## src/rtl/websocket_frame_deframer_defines.svh

```systemverilog
// ----------------------------------------------------------------------------
// WebSocket frame deframer assertion macros
// Shared concurrent assertion forms, clocked on i_clk, off during reset.
// ----------------------------------------------------------------------------
`ifndef WEBSOCKET_FRAME_DEFRAMER_DEFINES_SVH
`define WEBSOCKET_FRAME_DEFRAMER_DEFINES_SVH

// Check a property at every rising edge outside reset.
`define WSD_ASSERT(lbl, prop, msg) \
    lbl: assert property (@(posedge i_clk) disable iff (!i_rst_n) (prop)) else $error(msg);

// Check that a condition never holds outside reset.
`define WSD_NEVER(lbl, cond, msg) \
    `WSD_ASSERT(lbl, !(cond), msg)

`endif

```

## src/rtl/wsd_pkg.sv

```systemverilog
// ----------------------------------------------------------------------------
// WebSocket frame deframer package
// Widths, phase and status codes, result record and helper functions.
// ----------------------------------------------------------------------------
package wsd_pkg;

    localparam int LengthWidth = 64;
    localparam int OutLenWidth = 64;

    typedef logic [LengthWidth-1:0] t_len;

    // parse phases
    localparam logic [2:0] PhHdr0  = 3'd0;
    localparam logic [2:0] PhHdr1  = 3'd1;
    localparam logic [2:0] PhExt16 = 3'd2;
    localparam logic [2:0] PhExt64 = 3'd3;
    localparam logic [2:0] PhKey   = 3'd4;
    localparam logic [2:0] PhPay   = 3'd5;

    // frame status codes
    localparam logic [1:0] StatusBusy  = 2'd0;
    localparam logic [1:0] StatusReady = 2'd1;
    localparam logic [1:0] StatusTrunc = 2'd2;

    // byte kinds
    localparam logic KindHeader  = 1'b0;
    localparam logic KindPayload = 1'b1;

    // seven-bit length codes that announce an extended length
    localparam logic [6:0] LenCode16 = 7'd126;
    localparam logic [6:0] LenCode64 = 7'd127;

    localparam logic [2:0] Ext16Bytes = 3'd2;
    localparam logic [2:0] KeyBytes   = 3'd4;

    typedef struct packed {
        logic [7:0]             out_byte;
        logic                   byte_kind;
        logic                   frame_fin;
        logic [2:0]             rsv_bits;
        logic [3:0]             frame_opcode;
        logic                   frame_masked;
        logic [OutLenWidth-1:0] payload_length;
        logic [1:0]             frame_status;
    } t_result;

    // Shift one big-endian length byte in; saturate when it would overflow.
    function automatic t_len push_len(t_len acc, logic [7:0] b);
        if (acc[LengthWidth-1 -: 8] != 8'd0) begin
            return '1;
        end
        return {acc[LengthWidth-9:0], b};
    endfunction

    // Key byte for a payload index: index 0 takes the first key byte received.
    function automatic logic [7:0] key_byte(logic [31:0] key, logic [1:0] idx);
        logic [1:0] sel;
        sel = 2'd3 - idx;
        return key[{sel, 3'b000} +: 8];
    endfunction

endpackage

```

## src/rtl/websocket_frame_deframer.sv

```systemverilog
// ----------------------------------------------------------------------------
// WebSocket frame deframer
// Parses RFC 6455 frame headers from a byte stream and emits unmasked payload.
// ----------------------------------------------------------------------------
//
//  Channel | Handshake                 | Payload
//  --------+---------------------------+-----------------------------------------
//  in      | i_in_valid / o_in_stall   | i_in_byte, i_end_of_data
//  out     | o_out_valid / i_out_stall | o_out_byte, o_byte_kind, o_frame_fin,
//          |                           | o_rsv_bits, o_frame_opcode,
//          |                           | o_frame_masked, o_payload_length,
//          |                           | o_frame_status
//  cfg     | i_cfg_we                  | i_cfg_data (unmask enable)
//
//  One transaction in gives one transaction out via the result register, at
//  one byte per clock while o_in_stall is low; the limit is the parse step (64-bit
//  count compare). A two-entry output stage (result register plus skid register)
//  lets the input take one more byte after the output stalls.
//  Reset is synchronous, active low; it returns parsing to the first header
//  byte and sets unmask enable.
//  o_in_stall is registered: it rises only while the skid register is full.
//
`include "websocket_frame_deframer_defines.svh"

module websocket_frame_deframer
    import wsd_pkg::*;
(
    input  logic                   i_clk,
    input  logic                   i_rst_n,
    // configuration
    input  logic                   i_cfg_we,
    input  logic                   i_cfg_data,
    // byte stream in
    input  logic                   i_in_valid,
    output logic                   o_in_stall,
    input  logic [7:0]             i_in_byte,
    input  logic                   i_end_of_data,
    // parsed bytes out
    output logic                   o_out_valid,
    input  logic                   i_out_stall,
    output logic [7:0]             o_out_byte,
    output logic                   o_byte_kind,
    output logic                   o_frame_fin,
    output logic [2:0]             o_rsv_bits,
    output logic [3:0]             o_frame_opcode,
    output logic                   o_frame_masked,
    output logic [OutLenWidth-1:0] o_payload_length,
    output logic [1:0]             o_frame_status
);

    // parser state
    logic [2:0]  r_phase, n_phase;
    logic [2:0]  r_hc, n_hc;
    t_len        r_len, n_len;
    logic [31:0] r_key, n_key;
    t_len        r_cnt, n_cnt;
    logic        r_fin, n_fin;
    logic [2:0]  r_rsv, n_rsv;
    logic [3:0]  r_opc, n_opc;
    logic        r_masked, n_masked;
    logic        r_unmask;

    // output stage
    t_result     r_out, r_skid, n_res;
    logic        r_out_valid, r_skid_valid;

    logic        in_acc;
    logic        out_free;
    logic        done;
    logic [7:0]  ob;
    logic        kind;

    assign in_acc   = i_in_valid && !r_skid_valid;
    assign out_free = !r_out_valid || !i_out_stall;

    // ---------------------------------------------------------------
    // Parse step: one byte against the current phase.
    // ---------------------------------------------------------------
    always_comb begin
        n_phase  = r_phase;
        n_hc     = r_hc;
        n_len    = r_len;
        n_key    = r_key;
        n_cnt    = r_cnt;
        n_fin    = r_fin;
        n_rsv    = r_rsv;
        n_opc    = r_opc;
        n_masked = r_masked;
        done     = 1'b0;
        ob       = 8'd0;
        kind     = KindHeader;

        unique case (r_phase)
            PhHdr1: begin
                n_masked = i_in_byte[7];
                n_hc     = 3'd0;
                if (i_in_byte[6:0] == LenCode16) begin
                    n_len   = '0;
                    n_phase = PhExt16;
                end else if (i_in_byte[6:0] == LenCode64) begin
                    n_len   = '0;
                    n_phase = PhExt64;
                end else begin
                    n_len = LengthWidth'(i_in_byte[6:0]);
                    // length known: key, payload, or an empty frame
                    if (n_masked) begin
                        n_phase = PhKey;
                    end else if (n_len == '0) begin
                        done = 1'b1;
                    end else begin
                        n_phase = PhPay;
                    end
                end
            end
            PhExt16, PhExt64: begin
                n_len = push_len(r_len, i_in_byte);
                n_hc  = r_hc + 3'd1;
                if ((r_phase == PhExt16 && n_hc == Ext16Bytes) ||
                    (r_phase == PhExt64 && n_hc == 3'd0)) begin
                    n_hc = 3'd0;
                    if (r_masked) begin
                        n_phase = PhKey;
                    end else if (n_len == '0) begin
                        done = 1'b1;
                    end else begin
                        n_phase = PhPay;
                    end
                end
            end
            PhKey: begin
                n_key = {r_key[23:0], i_in_byte};
                n_hc  = r_hc + 3'd1;
                if (n_hc == KeyBytes) begin
                    n_hc = 3'd0;
                    if (r_len == '0) begin
                        done = 1'b1;
                    end else begin
                        n_phase = PhPay;
                    end
                end
            end
            PhPay: begin
                kind = KindPayload;
                ob   = i_in_byte;
                if (r_unmask && r_masked) begin
                    ob = i_in_byte ^ key_byte(r_key, r_cnt[1:0]);
                end
                n_cnt = r_cnt + t_len'(1);
                if (n_cnt >= r_len) begin
                    done = 1'b1;
                end
            end
            default: begin
                // first header byte; unused phase codes land here too
                n_fin    = i_in_byte[7];
                n_rsv    = i_in_byte[6:4];
                n_opc    = i_in_byte[3:0];
                n_masked = 1'b0;
                n_len    = '0;
                n_key    = '0;
                n_cnt    = '0;
                n_hc     = 3'd0;
                n_phase  = PhHdr1;
            end
        endcase

        // restart at a new header after completion or truncation
        if (done || i_end_of_data) begin
            n_phase = PhHdr0;
            n_hc    = 3'd0;
        end

        n_res.out_byte       = ob;
        n_res.byte_kind      = kind;
        n_res.frame_fin      = n_fin;
        n_res.rsv_bits       = n_rsv;
        n_res.frame_opcode   = n_opc;
        n_res.frame_masked   = n_masked;
        n_res.payload_length = OutLenWidth'(n_len);
        n_res.frame_status   = done ? StatusReady
                                    : (i_end_of_data ? StatusTrunc : StatusBusy);
    end

    // ---------------------------------------------------------------
    // Parser state advances on every accepted byte, unmask enable on i_cfg_we.
    // ---------------------------------------------------------------
    always_ff @(posedge i_clk) begin
        if (!i_rst_n) begin
            r_phase  <= PhHdr0;
            r_hc     <= 3'd0;
            r_len    <= '0;
            r_key    <= '0;
            r_cnt    <= '0;
            r_fin    <= 1'b0;
            r_rsv    <= 3'd0;
            r_opc    <= 4'd0;
            r_masked <= 1'b0;
            r_unmask <= 1'b1;
        end else begin
            if (i_cfg_we) begin
                r_unmask <= i_cfg_data;
            end
            if (in_acc) begin
                r_phase  <= n_phase;
                r_hc     <= n_hc;
                r_len    <= n_len;
                r_key    <= n_key;
                r_cnt    <= n_cnt;
                r_fin    <= n_fin;
                r_rsv    <= n_rsv;
                r_opc    <= n_opc;
                r_masked <= n_masked;
            end
        end
    end

    // ---------------------------------------------------------------
    // Output stage: result register backed by one skid register.
    // ---------------------------------------------------------------
    always_ff @(posedge i_clk) begin
        if (!i_rst_n) begin
            r_out_valid  <= 1'b0;
            r_skid_valid <= 1'b0;
        end else if (out_free) begin
            // drain skid first; it is never full while a byte is accepted
            if (r_skid_valid) begin
                r_out_valid  <= 1'b1;
                r_skid_valid <= 1'b0;
            end else begin
                r_out_valid <= in_acc;
            end
        end else if (in_acc) begin
            r_skid_valid <= 1'b1;
        end
    end

    always_ff @(posedge i_clk) begin
        if (out_free) begin
            if (r_skid_valid) begin
                r_out <= r_skid;
            end else if (in_acc) begin
                r_out <= n_res;
            end
        end else if (in_acc) begin
            r_skid <= n_res;
        end
    end

    assign o_in_stall       = r_skid_valid;
    assign o_out_valid      = r_out_valid;
    assign o_out_byte       = r_out.out_byte;
    assign o_byte_kind      = r_out.byte_kind;
    assign o_frame_fin      = r_out.frame_fin;
    assign o_rsv_bits       = r_out.rsv_bits;
    assign o_frame_opcode   = r_out.frame_opcode;
    assign o_frame_masked   = r_out.frame_masked;
    assign o_payload_length = r_out.payload_length;
    assign o_frame_status   = r_out.frame_status;

    // ---------------------------------------------------------------
    // Assertions
    // ---------------------------------------------------------------
    `WSD_NEVER(a_skid_behind_out, r_skid_valid && !r_out_valid,
               "skid register full while result register empty")

    `WSD_NEVER(a_key_count, r_phase == PhKey && r_hc >= KeyBytes,
               "masking key byte count out of range")

    `WSD_NEVER(a_ext16_count, r_phase == PhExt16 && r_hc >= Ext16Bytes,
               "16-bit length byte count out of range")

    `WSD_NEVER(a_pay_count, r_phase == PhPay && r_cnt >= r_len,
               "payload count reached length without restart")

    `WSD_ASSERT(a_restart, in_acc && n_res.frame_status != StatusBusy |=> r_phase == PhHdr0,
                "parser did not restart after ready or truncation")

endmodule

```

## config.mk

```make
export PLATFORM = sky130hd
export DESIGN_NAME = websocket_frame_deframer
export DESIGN_NICKNAME = d
export VERILOG_FILES = /design/src/rtl/wsd_pkg.sv /design/src/rtl/websocket_frame_deframer.sv
export VERILOG_INCLUDE_DIRS = /design/src /design/src/rtl
export SDC_FILE = /design/constraint.sdc
export NUM_CORES = 1
export LEC_CHECK = 0
export CORE_ASPECT_RATIO = 0.75
export CORE_UTILIZATION = 40
export DETAILED_ROUTE_END_ITERATION = 8
export DONT_BUFFER_PORTS = 1
export PLACE_DENSITY = 0.62
export SLEW_MARGIN = 20
export SYNTH_ARGS = -nofsm -noshare
export SYNTH_HDL_FRONTEND = slang
export SYNTH_SLANG_ARGS = --single-unit
```

## constraint.sdc

```tcl
create_clock -name i_clk -period 9.3 [get_ports i_clk]
set_input_delay 1.86 -clock i_clk [delete_from_list [all_inputs] [get_ports i_clk]]
set_output_delay 1.86 -clock i_clk [all_outputs]
set_load 0.01 [all_outputs]
```

==> out/metrics.yaml, run 1 <==
drt:
  routed_wl_mm: 42.1
  drc_errors: 0
  first_iter_violations: 1318
  routed-via-count: 13000
  first_pass_iters: 5
  postRouteAntennaNets: 0
  via_per_inst: 5.64
  wl_per_cell_um: 18.3
logic_synthesis:
  synth_common_cells: "nand2_1 (233), dfxtp_1 (178), edfxtp_1 (168)"
  synthesis.nets: 1837
  avgSynthCellArea_um2: 9.76
  synthesis.area_um2: 17100
  yosysMostFrequentCell: "nand2_1"
  synth_edf_count: 168
  synth_warnings: 0
  async_reset_ff_share_pct: 0
  synth_top_area_share_pct: 29.5
  ys_seq_elements: 346
  syn_inst: 1754
  synth_area_leaders: "edfxtp_1 (29%), dfxtp_1 (21%), mux2_2 (5.4%), nand2_1 (5.1%), ha_1 (5.0%)"
  synth.distinct_cells: 62
  synth-main-ff-cell: "dfxtp_1"
  yosysTopAreaCell: "edfxtp_1"
  yosysSeqAreaShare_pct: 50.3
critical_path:
  worst_ep_required_time_ns: 9.58
  r2r-start: "r_cnt[0]"
  startpoint: "r_cnt[0]"
  critPathLaunchType: "register"
  crit_type: "reg2reg"
  cp-end-kind: "register"
  cp.arrival_ns: 5.61
  cp_max_fo: 14
global_route:
  grt_util_met1_pct: 30.5
  use_met2_pct: 25.3
  overflow: 0
  grt_max_degree: 85
  grt_pass1_vias: 11800
  antenna_found_initial: 0
  grt_use_total_pct: 19.0
  gr-usage-met3_pct: 3.47
  grt_first_pass_wirelength_mm: 65.9
  busiest_layer: "met1"
placement:
  dp_hpwl_mm: 29.0
  io_buffers: 0
  gp_congestion: 0.866
  dpl_cell_area_um2: 17600
floorplanning:
  core_area_um2: 42100
  start_util_pct: 40.6
  ios: 101
  die_h_um: 181
  die_area_um2: 43600
  fp.dieW_um: 241
  rows: 65
flow_run:
  max-cap-violations: 0
pwr:
  powerDensity_nw_per_um2: 178
  total_power_mw: 3.34
  irDropWorstVdd_v: 0.000125
  p_leak_nw: 6.96
cells_and_area:
  drive_above_1_share_pct: 10.9
  register_area_um2: 8610
  nets: 1785
  multi_input_area_um2: 7840
  final.fill_count: 3961
  postLayoutCellArea_um2: 18800
  antenna_cells: 0
  syn2layout_area_growth_pct: 9.85
timing:
  slew_violations: 0
  slew_headroom_pct: 34.8
  period_share_pct: 57.3
  fmax_ghz: 0.188
  setup_tns_ns: 0
  setup_viol: 0
  finalClockSkew_ns: 0.0283
  period_minus_slack_ns: 5.33
  tightest_slew_ns: 0.979
  hold_viol_final: 0
  rsz0062_at_grt: "false"
clock_tree:
  clock-root-buffer: "clkbuf_16"
  cts_tree: "yes"
  cts_buffers: 38
  clk_pin_slew_worst_paths_ns: 0.06
  post_cts_buffers: 0
  cts_max_level: 2
  cts_resized: 0
  clock_sinks: 346
  cts_hold_buf: 0
  cts_buffer_depth: 3
  clock_latency_ns: 0.54
worst_hold_path:
  hold_start: "r_key[27]"
  min_path_type: "reg2reg"
status:
  status: "finished clean"
[kinds of logic after synthesis]
logic type	synth area share (%)
AOI/OAI and AO/OA	13.6
muxes	6.56
xor gates and xnor gates	3.63
and+or+nand+nor	16.7
adders and majority gates	4.97
buffers and inverters	4.27
DFF	50.3
[area by class of cell]
class / instances / share of cell area [%]
Tap cell: 569 / 3.79
Clock buffer: 51 / 5.54
Timing Repair Buffer: 20 / 0.865
Multi-Input combinational cell: 1218 / 41.7
Sequential cell: 346 / 45.8
Inverter: 78 / 1.57
Clock inverter: 19 / 0.792
[metal layers]
metal  part of all wire, %  wire [µm]
met1                    51      21600
met2                    40      16700
met3                   6.9       2900
met4                   2.2        913
met5                     0          0
[where the power goes]
part           internal [mW]  switching (mW)
clock network          0.824           0.624
logic                 0.0593           0.134
registers               1.65          0.0469
total                   2.54           0.805
[worst max-delay path: stages (launching register included)]
cell	delay, ns
dfxtp_1	0.76
ha_1	0.36
nand4_1	0.15
nor2_1	0.32
nand4_2	0.35
nor3_1	0.67
and3_1	0.31
xor2_1	0.16
ha_1	0.25
nand2_1	0.08
o21a_1	0.13
a2bb2oi_1	0.18
a31oi_1	0.11
a221oi_1	0.53
nand4_1	0.37
mux2_2	0.37
[flip-flops by register name, summed over array words and instances (netlist names), 2 cells and up]
name,flops
r_key,32
o_out_byte,8
r_phase,3
o_rsv_bits,3
o_frame_opcode,4
r_rsv,3
r_cnt,64
r_opc,4
r_skid,84
r_hc,3
o_payload_length,64
r_len,64
o_frame_status,2
[per-stage QoR]
stage | util (%) | hold slack, ns | cells | worst slack, ns
global placement | 41.8 | 0.436 | 2230 | 4.14
CTS | 44.6 | 0.454 | 2300 | 4.05
detailed placement | 41.8 | 0.446 | 2230 | 4.02
floorplan | - | 0.429 | 1754 | 2.74
finish | 44.6 | 0.453 | 2301 | 3.97
global route | 44.6 | 0.468 | 2301 | 3.62
[layout by cell type (no fill, tap or decap), types with 3 or more instances in the layout]
| cell | n |
|---|---|
| a21oi_1 | 91 |
| nor2b_1 | 6 |
| edfxtp_1 | 168 |
| o31ai_1 | 21 |
| nor2_1 | 152 |
| a211oi_1 | 66 |
| o211ai_1 | 8 |
| clkinv_1 | 3 |
| and3_1 | 16 |
| inv_1 | 76 |
| buf_4 | 19 |
| clkbuf_16 | 39 |
| a221o_1 | 8 |
| a311oi_1 | 3 |
| nor3_2 | 3 |
| xor2_1 | 30 |
| a41oi_1 | 3 |
| nand2b_1 | 6 |
| clkinv_2 | 10 |
| or3_1 | 7 |
| nand2_1 | 233 |
| mux4_2 | 8 |
| a21o_1 | 15 |
| nand3_1 | 76 |
| clkbuf_1 | 10 |
| a31oi_1 | 19 |
| o21ai_0 | 99 |
| nand4_1 | 31 |
| o211a_1 | 3 |
| nor4_1 | 27 |
| nor3_1 | 31 |
| a22oi_1 | 14 |
| mux2_2 | 82 |
| ha_1 | 68 |
| and4_1 | 7 |
| xnor2_1 | 41 |
| dfxtp_1 | 177 |
| a22o_1 | 7 |
| o21a_1 | 4 |
[path summary, 6_finish.rpt]
check                           cells past startpoint                end  slack, ns
worst min-delay path                                2          r_key[27]       0.45
worst max-delay path                               15  o_frame_status[0]       3.97
worst max register to register                     15  o_frame_status[0]       3.97
worst min register to register                      2          r_key[27]       0.45
(Power assumes the default switching activity.)
==> run 2: changes to the inputs <==
- PLACE_DENSITY: 0.62 -> 0.64
- clock period: 9.3 -> 4.59 ns (I/O delays scaled with it)
==> run 2 against run 1 <==
Against the previous run:
- clock skew down 0.0067 ns
- hold slack worse by 0.014 ns
- combinational power grew 110%
- sequential share of layout area shrank 0.37 points
- cell count up 0.83%
- utilization increased by 0.36 points
- critical endpoint is now o_frame_status[1]
- largest cell class unchanged
- largest power group unchanged
==> out/metrics.yaml, run 2 (same netlist as run 1, synthesis figures left out) <==
status:
  status: "finished clean"  # unchanged
placement:
  dp_hpwl_mm: 29.7  # was 29.0 mm
  io_buffers: 0  # unchanged
  gp_congestion: 0.872  # was 0.866
  dpl_worst_slack_ns: 0.369  # was 4.02 ns
cells_and_area:
  antenna_cells: 0  # unchanged
  final.fill_count: 3935  # was 3961
  layout_common_cells: "nand2_1 (233), dfxtp_1 (177), edfxtp_1 (168), nor2_1 (152), o21ai_0 (99)"  # unchanged
  regMostFlops: "r_skid"  # unchanged
  final_util_pct: 45.0  # was 44.6%
  drive_above_1_share_pct: 11.8  # was 10.9%
  final_common_cell: "nand2_1"  # unchanged
  nets: 1804  # was 1785
  syn2layout_area_growth_pct: 10.7  # was 9.85%
  largest_reg_flops: 84  # unchanged
critical_path:
  crit_chain: "and4_1 -> and3_1 -> nand4_4 -> nor4_2 -> nand4_1 -> xnor2_1 -> ha_1 -> nand2_1 -> nor4_1 -> nand3_1 -> a31oi_1 -> a221oi_1 -> buf_4 -> nand4_1 -> buf_4 -> o31ai_1"  # was ha_1 -> nand4_1 -> nor2_1 -> nand4_2 -> nor3_1 -> and3_1 -> xor2_1 -> ha_1 -> nand2_1 -> o21a_1 -> a2bb2oi_1 -> a31oi_1 -> a221oi_1 -> nand4_1 -> mux2_2
  max_stage_delay_ns: 0.54  # was 0.76 ns
  worst_ep_required_time_ns: 4.87  # was 9.58 ns
  cp-end-kind: "register"  # unchanged
  critPathLaunchType: "register"  # unchanged
  crit_type: "reg2reg"  # unchanged
  reg2reg_slack_ns: 0.29  # was 3.97 ns
  critical-path-slowest-cell: "nor4_2"  # was dfxtp_1
  cp.arrival_ns: 4.58  # was 5.61 ns
  cp_max_fo: 8  # was 14
pwr:
  powerDensity_nw_per_um2: 356  # was 178 nW/µm²
  total_power_mw: 6.75  # was 3.34 mW
  irDropWorstVdd_v: 0.000230  # was 0.000125 V
  power_switching_mw: 1.62  # was 0.805 mW
  p_leak_nw: 7.06  # was 6.96 nW
  power.internal_mw: 5.12  # was 2.54 mW
  switching_share_pct: 24.1  # about the same
  seq_power_share_pct: 51.0  # was 50.9%
  pwr-share-clk_pct: 43.1  # was 43.3%
  pwr-share-comb_pct: 5.9  # was 5.8%
clock_tree:
  cts_buffer_depth: 3  # unchanged
  clock_latency_ns: 0.54  # about the same
  cts_tree: "yes"  # unchanged
  cts_hold_buf: 0  # unchanged
  cts_buffers: 38  # unchanged
  clk_pin_slew_worst_paths_ns: 0.06  # about the same
  cts_max_level: 2  # unchanged
  clock_sinks: 346  # unchanged
  clock-root-buffer: "clkbuf_16"  # unchanged
drt:
  routed_wl_mm: 43.2  # was 42.1 mm
  routed-via-count: 13200  # was 13.0k
  via_per_inst: 5.68  # was 5.64
  drc_errors: 0  # unchanged
  wl_per_cell_um: 18.6  # was 18.3 µm
  first_iter_violations: 1359  # was 1318
  postRouteAntennaNets: 0  # unchanged
  first_pass_iters: 7  # was 5
timing:
  layout_setup_ws_ns: 0.290  # was 3.97 ns
  period_share_pct: 93.7  # was 57.3%
  setup_viol: 0  # unchanged
  tightest_slew_ns: 1.03  # was 0.979 ns
  rsz0062_at_grt: "false"  # unchanged
  slew_violations: 0  # unchanged
  hold_viol_final: 0  # unchanged
  finalClockSkew_ns: 0.0216  # was 0.0283 ns
  fmax_ghz: 0.233  # was 0.188 GHz
  setup_tns_ns: 0  # unchanged
  slew_headroom_pct: 31.2  # was 34.8%
  period_minus_slack_ns: 4.30  # was 5.33 ns
global_route:
  grt_max_degree: 101  # was 85
  grt_use_total_pct: 19.5  # was 19.0%
  antenna_found_initial: 0  # unchanged
  grt_first_pass_wirelength_mm: 67.8  # was 65.9 mm
  grt_pass1_vias: 12000  # was 11.8k
  overflow: 0  # unchanged
worst_hold_path:
  min_path_type: "in2reg"  # was reg2reg
floorplanning:
  fp.dieW_um: 241  # unchanged
  start_util_pct: 40.6  # unchanged
  core_area_um2: 42100  # unchanged
  die_h_um: 181  # unchanged
  die_area_um2: 43600  # unchanged
  ios: 101  # unchanged
  rows: 65  # unchanged
flow_run:
  max-cap-violations: 0  # unchanged
[run 2: cell types whose count changed in the layout (fill, tap and decap cells not counted), moves of 3 or more]
cell      change
buf_4        +18
clkinv_1      +5
clkinv_2      -5
clkbuf_8      +3
[run 2: metrics by stage]
step | instance area, µm² | hold slack, ns | instances
6_report | 19000 | 0.439 | 2320
5_1_grt | 19000 | 0.421 | 2320
4_1_cts | 19000 | 0.422 | 2320
3_5_place_dp | 17800 | 0.445 | 2250
3_3_place_gp | 17800 | 0.435 | 2250
2_1_floorplan | 17100 | 0.429 | 1754
[run 2: timing repair]
action | 4_1_cts | 5_1_grt
buffers inserted | 0 | 0
gates resized for setup | 0 | 1
endpoints found under the setup margin | 0 | 2
[run 2: final cells by class]
| class | count | area [µm²] | share of cell area (%) |
|---|---|---|---|
| repair buffers | 39 | 318 | 1.68 |
| flip-flops and latches | 346 | 8610 | 45.4 |
| clock inverters | 16 | 95.1 | 0.502 |
| clock buffers | 54 | 1080 | 5.71 |
| well taps | 569 | 712 | 3.76 |
| multi-input cells | 1218 | 7850 | 41.4 |
| inverters | 78 | 295 | 1.56 |
[run 2: critical path: cells and delay by family (launching register included)]
family | cells | cell delay, ns
flip-flops | 1 | 0.45
adder cells (fa/ha/maj) | 1 | 0.31
buffers and inverters | 2 | 0.32
XOR/XNOR | 1 | 0.18
AO/OA/AOI/OAI | 3 | 0.35
AND/OR/NAND/NOR | 9 | 2.42
[run 2: metal layers]
metal	global-route usage [%]	up-vias	wire length, µm
met5	0	-	0
met2	26.8	477	17600
met1	30.9	6322	21600
met3	2.96	57	3130
met4	5.24	0	922
li1	-	6315	-
[run 2: worst paths after layout]
path	cells after the start	from	to
worst max register to register	16	r_cnt[12]	o_frame_status[1]
worst min register to register	2	r_key[29]	r_key[29]
worst min-delay path	1	i_rst_n	r_unmask
worst max-delay path	16	r_cnt[12]	o_frame_status[1]
[run 2: power groups by stage]
stage	combinational, mW	clock, mW	sequential (mW)
after CTS	0.396	2.97	3.44
after detailed placement	0.394	0	3.51
final	0.399	2.91	3.44
after global placement	0.383	0	3.51
after floorplan	0.288	0	3.48
after global routing	0.439	3.10	3.45
